--- src/hw/rtl/sacdt_pkg.sv ---
package sacdt_pkg;

    localparam int NUM_W      = 37;
    localparam int MAG_W      = 36;
    localparam int DEN_W      = 56;
    localparam int DMAG_W     = 55;
    localparam int REM_W      = 57;
    localparam int QUO_W      = 32;
    localparam int TIME_W     = 34;
    localparam int DIV_STAGES = QUO_W + 1;
    localparam int FIFO_DEPTH = 4;
    localparam int FIFO_AW    = $clog2(FIFO_DEPTH);
    localparam int IN_W       = 344;
    localparam int OUT_W      = 24;

    localparam logic signed [NUM_W-1:0]  SHRINK2   = NUM_W'(1311);
    localparam logic signed [TIME_W-1:0] T_MAX     = 34'sh0_7FFF_FFFF;
    localparam logic signed [TIME_W-1:0] T_MIN     = -34'sh0_8000_0000;
    localparam logic signed [TIME_W-1:0] T_UNB     = 34'sh1_0000_0000;
    localparam logic signed [TIME_W-1:0] T_NEG_UNB = -34'sh1_0000_0000;
    localparam logic signed [TIME_W-1:0] T_ONE     = 34'sh0_0001_0000;

    typedef struct packed {
        logic [MAG_W-1:0]  lo_mag;
        logic [MAG_W-1:0]  hi_mag;
        logic [DMAG_W-1:0] den_mag;
        logic              lo_neg;
        logic              hi_neg;
        logic              den_neg;
        logic              den_zero;
        logic              miss;
        logic              vel_neg;
    } t_axis;

    typedef struct packed {
        t_axis x;
        t_axis y;
        logic  active;
    } t_job;

    typedef struct packed {
        logic lo_neg;
        logic hi_neg;
        logic den_neg;
        logic den_zero;
        logic miss;
        logic vel_neg;
    } t_side_axis;

    typedef struct packed {
        t_side_axis x;
        t_side_axis y;
        logic       active;
    } t_side;

endpackage

--- src/hw/rtl/sacdt_fifo.sv ---
module sacdt_fifo (
    input  logic            i_clk,
    input  logic            i_rst_n,
    input  logic            i_valid,
    output logic            o_ready,
    input  sacdt_pkg::t_job i_job,
    output logic            o_valid,
    input  logic            i_ready,
    output sacdt_pkg::t_job o_job
);

    localparam int AW = sacdt_pkg::FIFO_AW;

    sacdt_pkg::t_job r_mem [sacdt_pkg::FIFO_DEPTH];
    logic [AW-1:0]   r_wp, r_rp;
    logic [AW:0]     r_cnt;
    logic            push, pop;

    assign o_ready = (r_cnt != (AW+1)'(sacdt_pkg::FIFO_DEPTH));
    assign o_valid = (r_cnt != '0);
    assign push    = i_valid && o_ready;
    assign pop     = o_valid && i_ready;
    assign o_job   = r_mem[r_rp];

    always_ff @(posedge i_clk) begin
        if (!i_rst_n) begin
            r_wp  <= '0;
            r_rp  <= '0;
            r_cnt <= '0;
        end else begin
            if (push) r_wp <= r_wp + 1'b1;
            if (pop) r_rp <= r_rp + 1'b1;
            if (push && !pop) r_cnt <= r_cnt + 1'b1;
            else if (pop && !push) r_cnt <= r_cnt - 1'b1;
        end
    end

    always_ff @(posedge i_clk) begin
        if (push) r_mem[r_wp] <= i_job;
    end

endmodule

--- config.mk ---
export PLATFORM = sky130hd
export DESIGN_NAME = sacdt_fifo
export DESIGN_NICKNAME = d
export VERILOG_FILES = /design/src/hw/rtl/sacdt_pkg.sv /design/src/hw/rtl/sacdt_fifo.sv
export SDC_FILE = /design/constraint.sdc
export NUM_CORES = 1
export LEC_CHECK = 0
export BUFFER_PORTS_ARGS = -buffer_cell sky130_fd_sc_hd__buf_2
export CAP_MARGIN = 40
export CORE_MARGIN = 2
export CORE_UTILIZATION = 40
export CTS_CLUSTER_SIZE = 14
export DETAILED_ROUTE_END_ITERATION = 12
export HOLD_SLACK_MARGIN = 0.1
export PLACE_DENSITY_LB_ADDON = 0.15
export SYNTH_ARGS = -nofsm -noshare
export SYNTH_HDL_FRONTEND = slang
export SYNTH_SLANG_ARGS = --single-unit
--- constraint.sdc ---
create_clock -name i_clk -period 15 [get_ports i_clk]
set_input_delay 3.75 -clock i_clk [delete_from_list [all_inputs] [get_ports i_clk]]
set_output_delay 3.75 -clock i_clk [all_outputs]
set_load 0.03 [all_outputs]
== Word level (Yosys, flattened, before mapping) ==
Memories as Yosys holds them, arrays and structs flattened. A register that Yosys moved wholly into a read port is not among the register bits.
Index checks and enable logic that the tools add are counted.
Word-level totals
  memories: 1
  input port bits: 271
  output and inout bits: 269
  memory bits (writable): 1068
  bits in registers: 7
Cells by class
  reduce and logical (&&, ||, !) cells: 8
  equal/unequal tests: 1
  mux-type cells: 6
  add/sub/neg operators: 4
Memories
  r_mem: words 4, bits a word 267, rd ports 1, clocked after memory_dff 1, write ports 1, line sacdt_fifo.sv:14  | sacdt_pkg::t_job r_mem [sacdt_pkg::FIFO_DEPTH];
Operators with widths (count)
  $mux 3: 2
  $add 2x1->2 const B: 2
  $logic_and 1x1->1: 4
  $mux 2: 2
  $add 3x1->3 const B: 1
  $ne 3x3->1 const B: 1
  $reduce_bool 3->1: 1
  $sub 3x1->3 const B: 1
  $logic_not 1->1: 2
  $mux 1: 2
  $reduce_bool 2->1: 1

== Depth between registers and ports, before layout ==
Gate-level depths: netlist of run 1.
  depth in word-level cells: 6
  gate-level depth with buffers: 8
  mapped depth without buffers: 8

== Worst setup path before layout of run 1 ==
OpenSTA, ideal clock, no wires.
  path type: input -> register
  start point: input port i_valid
  end point: memory r_mem[0][0] (netlist bit), enable pin
  setup slack: 4.095 ns
  data required time: 14.338 ns
  stages on the path: 2
  arrival: 10.243 ns
  cells stage by stage: a21boi_1 and2_1
Between the ends
  word-level cells in the longest chain between the ends: 3
RTL lines
  start: declaration: line sacdt_fifo.sv:4  | input logic i_valid,
  $logic_and 1x1->1: line sacdt_fifo.sv:21  | assign push = i_valid && o_ready;
  $mux 1: line sacdt_fifo.sv:39  | if (push) r_mem[r_wp] <= i_job;
  $mux 1 (not written as such): line sacdt_fifo.sv:39
  end: declaration: line sacdt_fifo.sv:14
Every way passes these cells.

==> impl_metrics.ini, run 1 <==
[worst_hold_path]
min_path_type = register to register
min_to = r_wp[0]$_SDFFE_PN0P_
hp-start = r_wp[0]$_SDFFE_PN0P_
whs_path_depth = 2

[detailed_routing]
wl_mm = 85.5
vias = 17726
wire_per_inst_um = 24.7
firstDrtPassIters = 4
drtIter0Drc = 1269
via_per_inst = 5.13
remaining_drc_errors = 0
detail-route-antenna-nets = 0

[timing]
maxSlewHeadroom_pct = 41.1
finalSetupTns_ns = 0
skew_ns = 0.0251
hold_viol_final = 0
final-setup-viol-count = 0
tightest_slew_ns = 0.883
slew_viol_final = 0
min_period_over_period_pct = 51.7
rsz0062_at_grt = no
clock.fmax_mhz = 129
setup_ws_ns = 7.25
min_period_ns = 7.75

[die]
die_x_um = 318
pin_count = 540
coreArea_um2 = 98100
die_y_um = 318
rows = 115
start_util_pct = 40.2
die_area_um2 = 101000

[grt]
grt_usage_pct = 16.8
grt_overflow_total = 0
grt_pass1_vias = 18953
grt_pass1_wl_mm = 126
grt_max_degree = 94
antenna_found_initial = 27

[clock_tree]
cts_max_level = 3
cts_buffers = 111
post_cts_resized = 0
hold_buffers = 0
max-clock-path-buffers = 3
cts_tree = done
post_cts_buffers = 0
clk_latency_ns = 0.68
cts.sinks = 1077
clkTransAtPathRegs_ns = 0.06
root_buffer = clkbuf_16

[critical_path]
cpMaxStageDelayCell = dfxtp_4
rr_worst_depth = 6
cp_cell_sequence = buf_4 -> buf_16 -> buf_12 -> mux4_1 -> buf_2
r2r-start = r_cnt[0]$_SDFFE_PN0P_
rrSetupSlack_ns = 11.32
critPathArrivalTime_ns = 4.00
start_kind = register
crit_buf_inv = 4
cp-end-kind = primary output
r2r-end = r_mem[1][137]$_DFFE_PP_
worstPathRequired_ns = 11.25
slowest_delay_ns = 0.81
critical_path_class = register to primary output
critPathMaxFanout = 88
critical-path-top-delay-family = buffers and inverters

[synthesis]
synth_cell_types = 24
seq_area_frac_synth_pct = 81.7
synth.avg_cell_area_um2 = 27.4
ys_warn_count = 0
synth_cells = 1443
synth_area_um2 = 39500
synth-seq-cells = 1077
synth_fp_nets = 1720

[flow_run]
drv_cap = 0

[place]
portBuffers = 539
place_ws_ns = 7.85
dp_hpwl_mm = 54.1
gp_congestion = 0.737

[pwr]
p_int_mw = 6.08
p_switching_mw = 2.72
sequentialPowerShare_pct = 42.5
power_leakage_nw = 16.0
vdd_drop_max_uv = 123
p_clk_share_pct = 30.6
pwr-share-comb_pct = 26.9
p_per_area_nw_per_um2 = 185
switching_share_pct = 30.9

[finish]
final_nets = 2350
drive_gt1_share_pct = 40.9
area_growth_pct = 20.5
fin_util_pct = 48.5

[status]
status = completed
==> registers in the layout, indices dropped and copies added (netlist names), named ones only <==
signal and count:
r_cnt 3, r_wp 2, r_mem 1068, r_rp 2
==> tightest hold or removal path, delay by kind of cell, from the launching register on <==
kind / cells / cell delay, ns
DFF: 1 / 0.34
and+or+nand+nor: 1 / 0.07
muxes: 1 / 0.06
==> synthesized netlist by cell type (all sizes together) <==
master,n,share of area [%]
edfxtp,1068,81
nor2b,1,0.016
buf,55,1.2
o31ai,1,0.019
xnor2,3,0.067
fa,1,0.051
dfxtp,9,0.46
a21boi,2,0.038
clkbuf,6,0.057
or3,2,0.032
nor2,1,0.0095
and2,8,0.13
ha,5,0.16
o311ai,1,0.022
mux4,267,16
mux2i,3,0.076
nand2,5,0.048
o21ai,1,0.013
xor2,1,0.022
inv,3,0.029
==> cell usage in the layout (no fill, tap or decap), drive strengths merged, types with 5 or more instances in the layout <==
cell type / instances
buf: 578
clkbuf: 133
diode: 7
edfxtp: 1068
bufinv: 13
inv: 8
ha: 5
and2: 8
mux4: 267
dfxtp: 9
clkinv: 49
nand2: 5
==> per-layer routing <==
layer | up-vias | wire length [µm] | GRT usage, %
li1 | 7699 | - | -
met1 | 9336 | 32600 | 20.0
met2 | 513 | 45200 | 29.3
met3 | 154 | 5630 | 4.75
met4 | 24 | 2040 | 5.77
met5 | - | 136 | 0
==> metrics by stage <==
| step | power (mW) | hold slack [ns] | area [µm²] | std cells |
|---|---|---|---|---|
| global placement | 6.17 | 0.480 | 43500 | 3231 |
| global route | 9.15 | 0.568 | 47600 | 3456 |
| detailed placement | 6.23 | 0.511 | 44000 | 3247 |
| floorplan | 5.55 | 0.468 | 39500 | 1443 |
| finish | 8.80 | 0.527 | 47600 | 3458 |
| CTS | 8.95 | 0.525 | 47600 | 3451 |
==> cell families (layout without fill, tap and decap cells) <==
group | after synthesis | count (layout) | share of synthesized area [%]
other cells | 0 | 7 | 0
mux | 270 | 270 | 16.5
xor+xnor | 4 | 4 | 0.0887
buf+inv | 64 | 785 | 1.24
simple gates | 17 | 17 | 0.231
compound gates | 5 | 5 | 0.0919
fa+ha+maj | 6 | 6 | 0.209
flops | 1077 | 1077 | 81.7
==> power by group through the flow <==
stage,clock network (mW),registers [mW],logic (mW)
floorplan,0,3.84,1.71
global placement,0,3.80,2.37
detailed placement,0,3.81,2.42
CTS,2.78,3.75,2.43
global route,2.89,3.77,2.49
finish,2.69,3.74,2.36
==> cell type report <==
cell class                 instances  area [µm²]
antenna                            7        17.5
clock buffer                     133        2880
clock inverter                    71         712
fill                            8004       50600
inverter                           3        11.3
multi-input combinational        302        6750
sequential                      1077       32300
tap                             1287        1610
timing repair buffer             578        3340
==> how the worst max path moves through the flow <==
stage                         from  cells past startpoint                      end
after floorplan            i_valid                      2    r_mem[0][0]$_DFFE_PP_
after global placement     i_valid                      5  r_mem[0][193]$_DFFE_PP_
after global routing      register                      5                o_job[38]
after detailed placement  register                      5                o_job[38]
final                     register                      5                o_job[38]
after CTS                 register                      5                o_job[38]
(Power assumes the default switching activity.)
==> inputs of run 2 (changes only) <==
ABC_AREA = 1   (was unset)
clock period = 7.65 ns   (was 15 ns; I/O delays follow)
==> run 2 against run 1 <==
  * Power rose by 96%
  * Clock power up 89%
  * Via count is 35% higher
  * Setup slack got worse by 4.9 ns
  * Critical path type unchanged
==> impl_metrics.ini, run 2 <==
[clock_tree]
post_cts_resized = 0
cts_max_level = 3
hold_buffers = 0
cts_tree = done
max-clock-path-buffers = 3
post_cts_buffers = 0
cts.sinks = 1077
root_buffer = clkbuf_16
cts_buffers = 111
clkTransAtPathRegs_ns = 0.06
clk_latency_ns = 0.69

[finish]
final_cell_mix = 1068 x edfxtp_1, 544 x nor2_1, 539 x buf_2, 531 x o21ai_0, 267 x o22ai_1
final_nets = 3426
largest_register_ffs = 1068
largestRegisters = r_mem: 1068 flops, r_cnt: 3 flops
top_register = r_mem
area_growth_pct = 18.8
fillers = 8443
multi_input_area_um2 = 6630
final_common_cell = edfxtp_1
register_area_um2 = 32300
finalNonFillerCells = 4544
drive_gt1_share_pct = 22.3

[synthesis]
ys_async_sr_fraction_pct = 0
ys_warn_count = 0
synth_most_common_cell = edfxtp_1
synth_edf_count = 1068
synth-seq-cells = 1077
yosys-top-cells-count = 1068 x edfxtp_1, 548 x nor2_1, 531 x o21ai_0
synth_fp_nets = 2927
synth.avg_cell_area_um2 = 15.0
synth_area_leader_cell = edfxtp_1
yosys-top-cells-area = edfxtp_1 81%, o21ai_0 6.7%, nor2_1 5.2%
synth_ff_type = edfxtp_1
synth_area_um2 = 39700
synth_cell_types = 20
seq_area_frac_synth_pct = 81.2
synth_cells = 2650
yosysTopAreaCellShare_pct = 80.8

[grt]
antenna_found_initial = 46
grt.busiest_layer = met2
grt_pass1_vias = 23515
grt_use_met3_pct = 7.09
grt_pass1_wl_mm = 145
grt_usage_pct = 18.8
met2_usage_pct = 30.9
grt_overflow_total = 0
grtUsageMet1_pct = 23.1
grt_max_degree = 177

[flow_run]
drv_cap = 0

[detailed_routing]
detail-route-antenna-nets = 0
drtIter0Drc = 1777
wl_mm = 98.4
vias = 23937
via_per_inst = 5.27
wire_per_inst_um = 21.6
remaining_drc_errors = 0
firstDrtPassIters = 4

[timing]
fin_hold_ws_ns = 0.508
skew_ns = 0.0197
maxSlewHeadroom_pct = 23.8
clock.fmax_mhz = 190
slew_viol_final = 0
min_period_over_period_pct = 68.9
rsz0062_at_grt = no
setup_ws_ns = 2.38
min_period_ns = 5.27
tightest_slew_ns = 1.14
final-setup-viol-count = 0
hold_viol_final = 0

[place]
dp_hpwl_mm = 54.7
portBuffers = 539
place_ws_ns = 3.07
dp.cells = 4323
gp_congestion = 0.753

[pwr]
switching_share_pct = 34.7
pwr-share-comb_pct = 27.8
p_int_mw = 11.2
p_total_mw = 17.2
vdd_drop_max_uv = 258
p_clk_share_pct = 29.6
p_switching_mw = 5.98
power_leakage_nw = 16.2
sequentialPowerShare_pct = 42.6
p_per_area_nw_per_um2 = 365

[die]
start_util_pct = 40.3
die_x_um = 319
coreArea_um2 = 98400
pin_count = 540
die_area_um2 = 102000
die_y_um = 319
rows = 115

[worst_hold_path]
min_path_type = register to register
whs_path_depth = 2
hp-start = r_rp[0]$_SDFFE_PN0P_

[critical_path]
rr_worst_depth = 6
critical_path_class = register to primary output
rrSetupSlack_ns = 4.80
worstPathRequired_ns = 5.74
start_kind = register
critPathArrivalTime_ns = 3.36
critPathMaxFanout = 142
r2r-end = r_mem[3][145]$_DFFE_PP_
slowest_delay_ns = 0.73
cp-end-kind = primary output
cp_cell_sequence = inv_8 -> buf_4 -> o21ai_0 -> o22ai_1 -> buf_2
r2r-start = r_cnt[1]$_SDFFE_PN0P_
cpMaxStageDelayCell = buf_4

[status]
status = completed
==> run 2: cells by family after synthesis <==
logic type / synth area share [%]
xor+xnor: 0.0221
simple gates: 5.39
buf+inv: 2.15
flops: 81.2
compound gates: 11.0
fa+ha+maj: 0.208
==> run 2: power by group through the flow <==
stage	clock network [mW]	registers [mW]	logic [mW]
after floorplan	0	7.54	3.19
after global placement	0	7.46	4.76
after detailed placement	0	7.45	4.87
after CTS	5.21	7.33	4.88
after global routing	5.45	7.38	5.16
final	5.09	7.34	4.79
==> run 2: worst max-delay path by stage <==
stage / start / to / slack [ns] / cells past startpoint
after floorplan: i_valid / r_mem[0][0]$_DFFE_PP_ / -1.86 / 2
after global placement: register / o_job[193] / 2.84 / 5
after detailed placement: register / o_job[193] / 3.07 / 5
after CTS: register / o_job[193] / 2.27 / 5
after global routing: register / o_job[193] / 2.10 / 5
final: register / o_job[193] / 2.38 / 5
==> run 2: layout make-up <==
cell class / instances / share of cell area [%]
clock inverter: 73 / 1.15
antenna: 13 / 0.0690
inverter: 16 / 0.159
tap: 1287 / 3.41
clock buffer: 135 / 6.17
multi-input combinational: 1380 / 14.0
timing repair buffer: 563 / 6.61
sequential: 1077 / 68.4
==> run 2: metal layers <==
layer,vias to the layer above,routed length (µm)
met5,-,375
met4,58,2420
met3,210,8470
met2,673,47800
met1,11931,39300
li1,11065,-
==> run 2: stage by stage <==
stage               setup TNS (ns)  utilization [%]  instance area, µm²
floorplan                 -1985.16                -               39700
global placement                 0             44.3               43600
detailed placement               0             44.4               43700
CTS                              0             47.9               47100
global route                     0             47.9               47200
finish                           0             47.9               47200
==> run 2: critical path: cells and delay by family, from the launching register on <==
| family | cells | cell delay, ns |
|---|---|---|
| buffers and inverters | 3 | 1.51 |
| DFF | 1 | 0.47 |
| AOI/OAI and AO/OA | 2 | 0.39 |
==> inputs of run 3 (changes only) <==
clock period = 4.9 ns   (was 7.65 ns; I/O delays follow)
==> run 3 against run 2 <==
  * Via count rose by 1.4%
  * Die area did not move
  * Power rose by 56%
  * Register-to-register slack got worse by 2.3 ns
  * Design area rose by 0.56%
  * Critical path type unchanged
  * Largest cell class unchanged
==> impl_metrics.ini, run 3 (synthesis results as in run 2) <==
[critical_path]
start_kind = register
cpMaxStageDelayCell = inv_8
critPathArrivalTime_ns = 2.98
worstPathRequired_ns = 3.67
critical-path-top-delay-family = buffers and inverters
cp_cell_sequence = inv_8 -> buf_4 -> o21ai_0 -> o22ai_1 -> buf_2
slowest_delay_ns = 0.53
critical_path_class = register to primary output
cp-end-kind = primary output
crit_buf_inv = 3
critPathMaxFanout = 93

[place]
gp_congestion = 0.773
portBuffers = 539
dp_hpwl_mm = 58.4
dp.cells = 4361

[grt]
grt_pass1_wl_mm = 146
grt_max_degree = 175
grt_usage_pct = 18.8
grt_overflow_total = 0
antenna_found_initial = 46
grt_pass1_vias = 23633

[clock_tree]
cts.sinks = 1077
max-clock-path-buffers = 3
post_cts_resized = 0
post_cts_buffers = 0
cts_buffers = 109
root_buffer = clkbuf_16
cts_max_level = 3
clk_latency_ns = 0.68
hold_buffers = 0
clkTransAtPathRegs_ns = 0.06
cts_tree = done

[detailed_routing]
vias = 24267
drtIter0Drc = 1674
firstDrtPassIters = 5
remaining_drc_errors = 0
wire_per_inst_um = 21.7
wl_mm = 99.3
detail-route-antenna-nets = 0
via_per_inst = 5.30

[timing]
hold_viol_final = 0
finalSetupTns_ns = 0
slew_viol_final = 0
fin_hold_ws_ns = 0.508
min_period_over_period_pct = 85.9
maxSlewHeadroom_pct = 40.0
clock.fmax_mhz = 238
final-setup-viol-count = 0
skew_ns = 0.0211
rsz0062_at_grt = no
min_period_ns = 4.21
tightest_slew_ns = 0.900

[flow_run]
drv_cap = 0

[status]
status = completed

[worst_hold_path]
min_path_type = register to register

[pwr]
p_per_area_nw_per_um2 = 565
power_leakage_nw = 16.4
vdd_drop_max_uv = 388

[finish]
top_register = r_mem
final_cell_mix = 1068 x edfxtp_1, 544 x nor2_1, 539 x buf_2, 531 x o21ai_0, 267 x o22ai_1
final_nets = 3462
largestRegisters = r_mem: 1068 flops, r_cnt: 3 flops
final_common_cell = edfxtp_1
largest_register_ffs = 1068
drive_gt1_share_pct = 23.0
finalNonFillerCells = 4578
area_growth_pct = 19.5

[die]
die_area_um2 = 102000
die_x_um = 319
die_y_um = 319
start_util_pct = 40.3
pin_count = 540
rows = 115
coreArea_um2 = 98400
run 3: cell count changes in the layout (fill, tap and decap cells not counted), moves of 2 or more:
cell        delta
clkinv_1       -9
buf_4         +32
diode_2        +5
clkinv_2       -4
clkbuf_1      +10
buf_12         +7
clkbuf_16      -3
inv_6          +2
clkinv_4       -2
clkinvlp_4     -2
run 3: metrics by stage:
step           power [mW]  worst slack, ns  instance area, µm²  utilization, %
6_report             26.8            0.692               47400            48.2
5_1_grt              28.0            0.457               47400            48.2
4_1_cts              27.1            0.578               47400            48.2
3_5_place_dp         19.3             1.34               44100            44.8
3_3_place_gp         19.2             1.40               44000            44.7
2_1_floorplan        16.6           -0.831               39700               -
run 3: layer usage:
layer,global-route usage (%),vias up,routed length (µm)
met5,0,-,355
met4,6.13,58,2980
met3,6.33,216,7950
met2,30.8,703,47600
met1,23.6,12150,40300
li1,-,11140,-
run 3: layout make-up:
type                            count  area [µm²]
Multi-Input combinational cell   1380        6640
Timing Repair Buffer              601        3470
Sequential cell                  1077       32300
Clock buffer                      142        2870
Fill cell                        8528       51000
Tap cell                         1287        1610
Inverter                           16        72.6
Clock inverter                     57         463
Antenna cell                       18        45.0
run 3: power breakdown:
group / switching, mW / internal [mW] / total, mW
logic: 5.78 / 1.84 / 7.63
clock network: 3.30 / 4.47 / 7.77
registers: 0.239 / 11.2 / 11.4
total: 9.32 / 17.5 / 26.8
run 3: worst reg2reg max path: stages (launching register included):
cell and delay, ns:
dfxtp_1 0.40, nor2_1 0.08, nand2_1 0.21, nand2_8 0.12, nor2_4 0.43, buf_12 0.45
run 3: final timing paths:
path	cells after the start	startpoint	slack, ns	end
worst max-delay path	5	register	0.69	o_job[27]
worst min-delay path	2	r_rp[1]$_SDFFE_PN0P_	0.51	register
worst min register to register	2	r_rp[1]$_SDFFE_PN0P_	0.51	register
worst max register to register	5	r_cnt[0]$_SDFFE_PN0P_	2.52	r_mem[2][143]$_DFFE_PP_
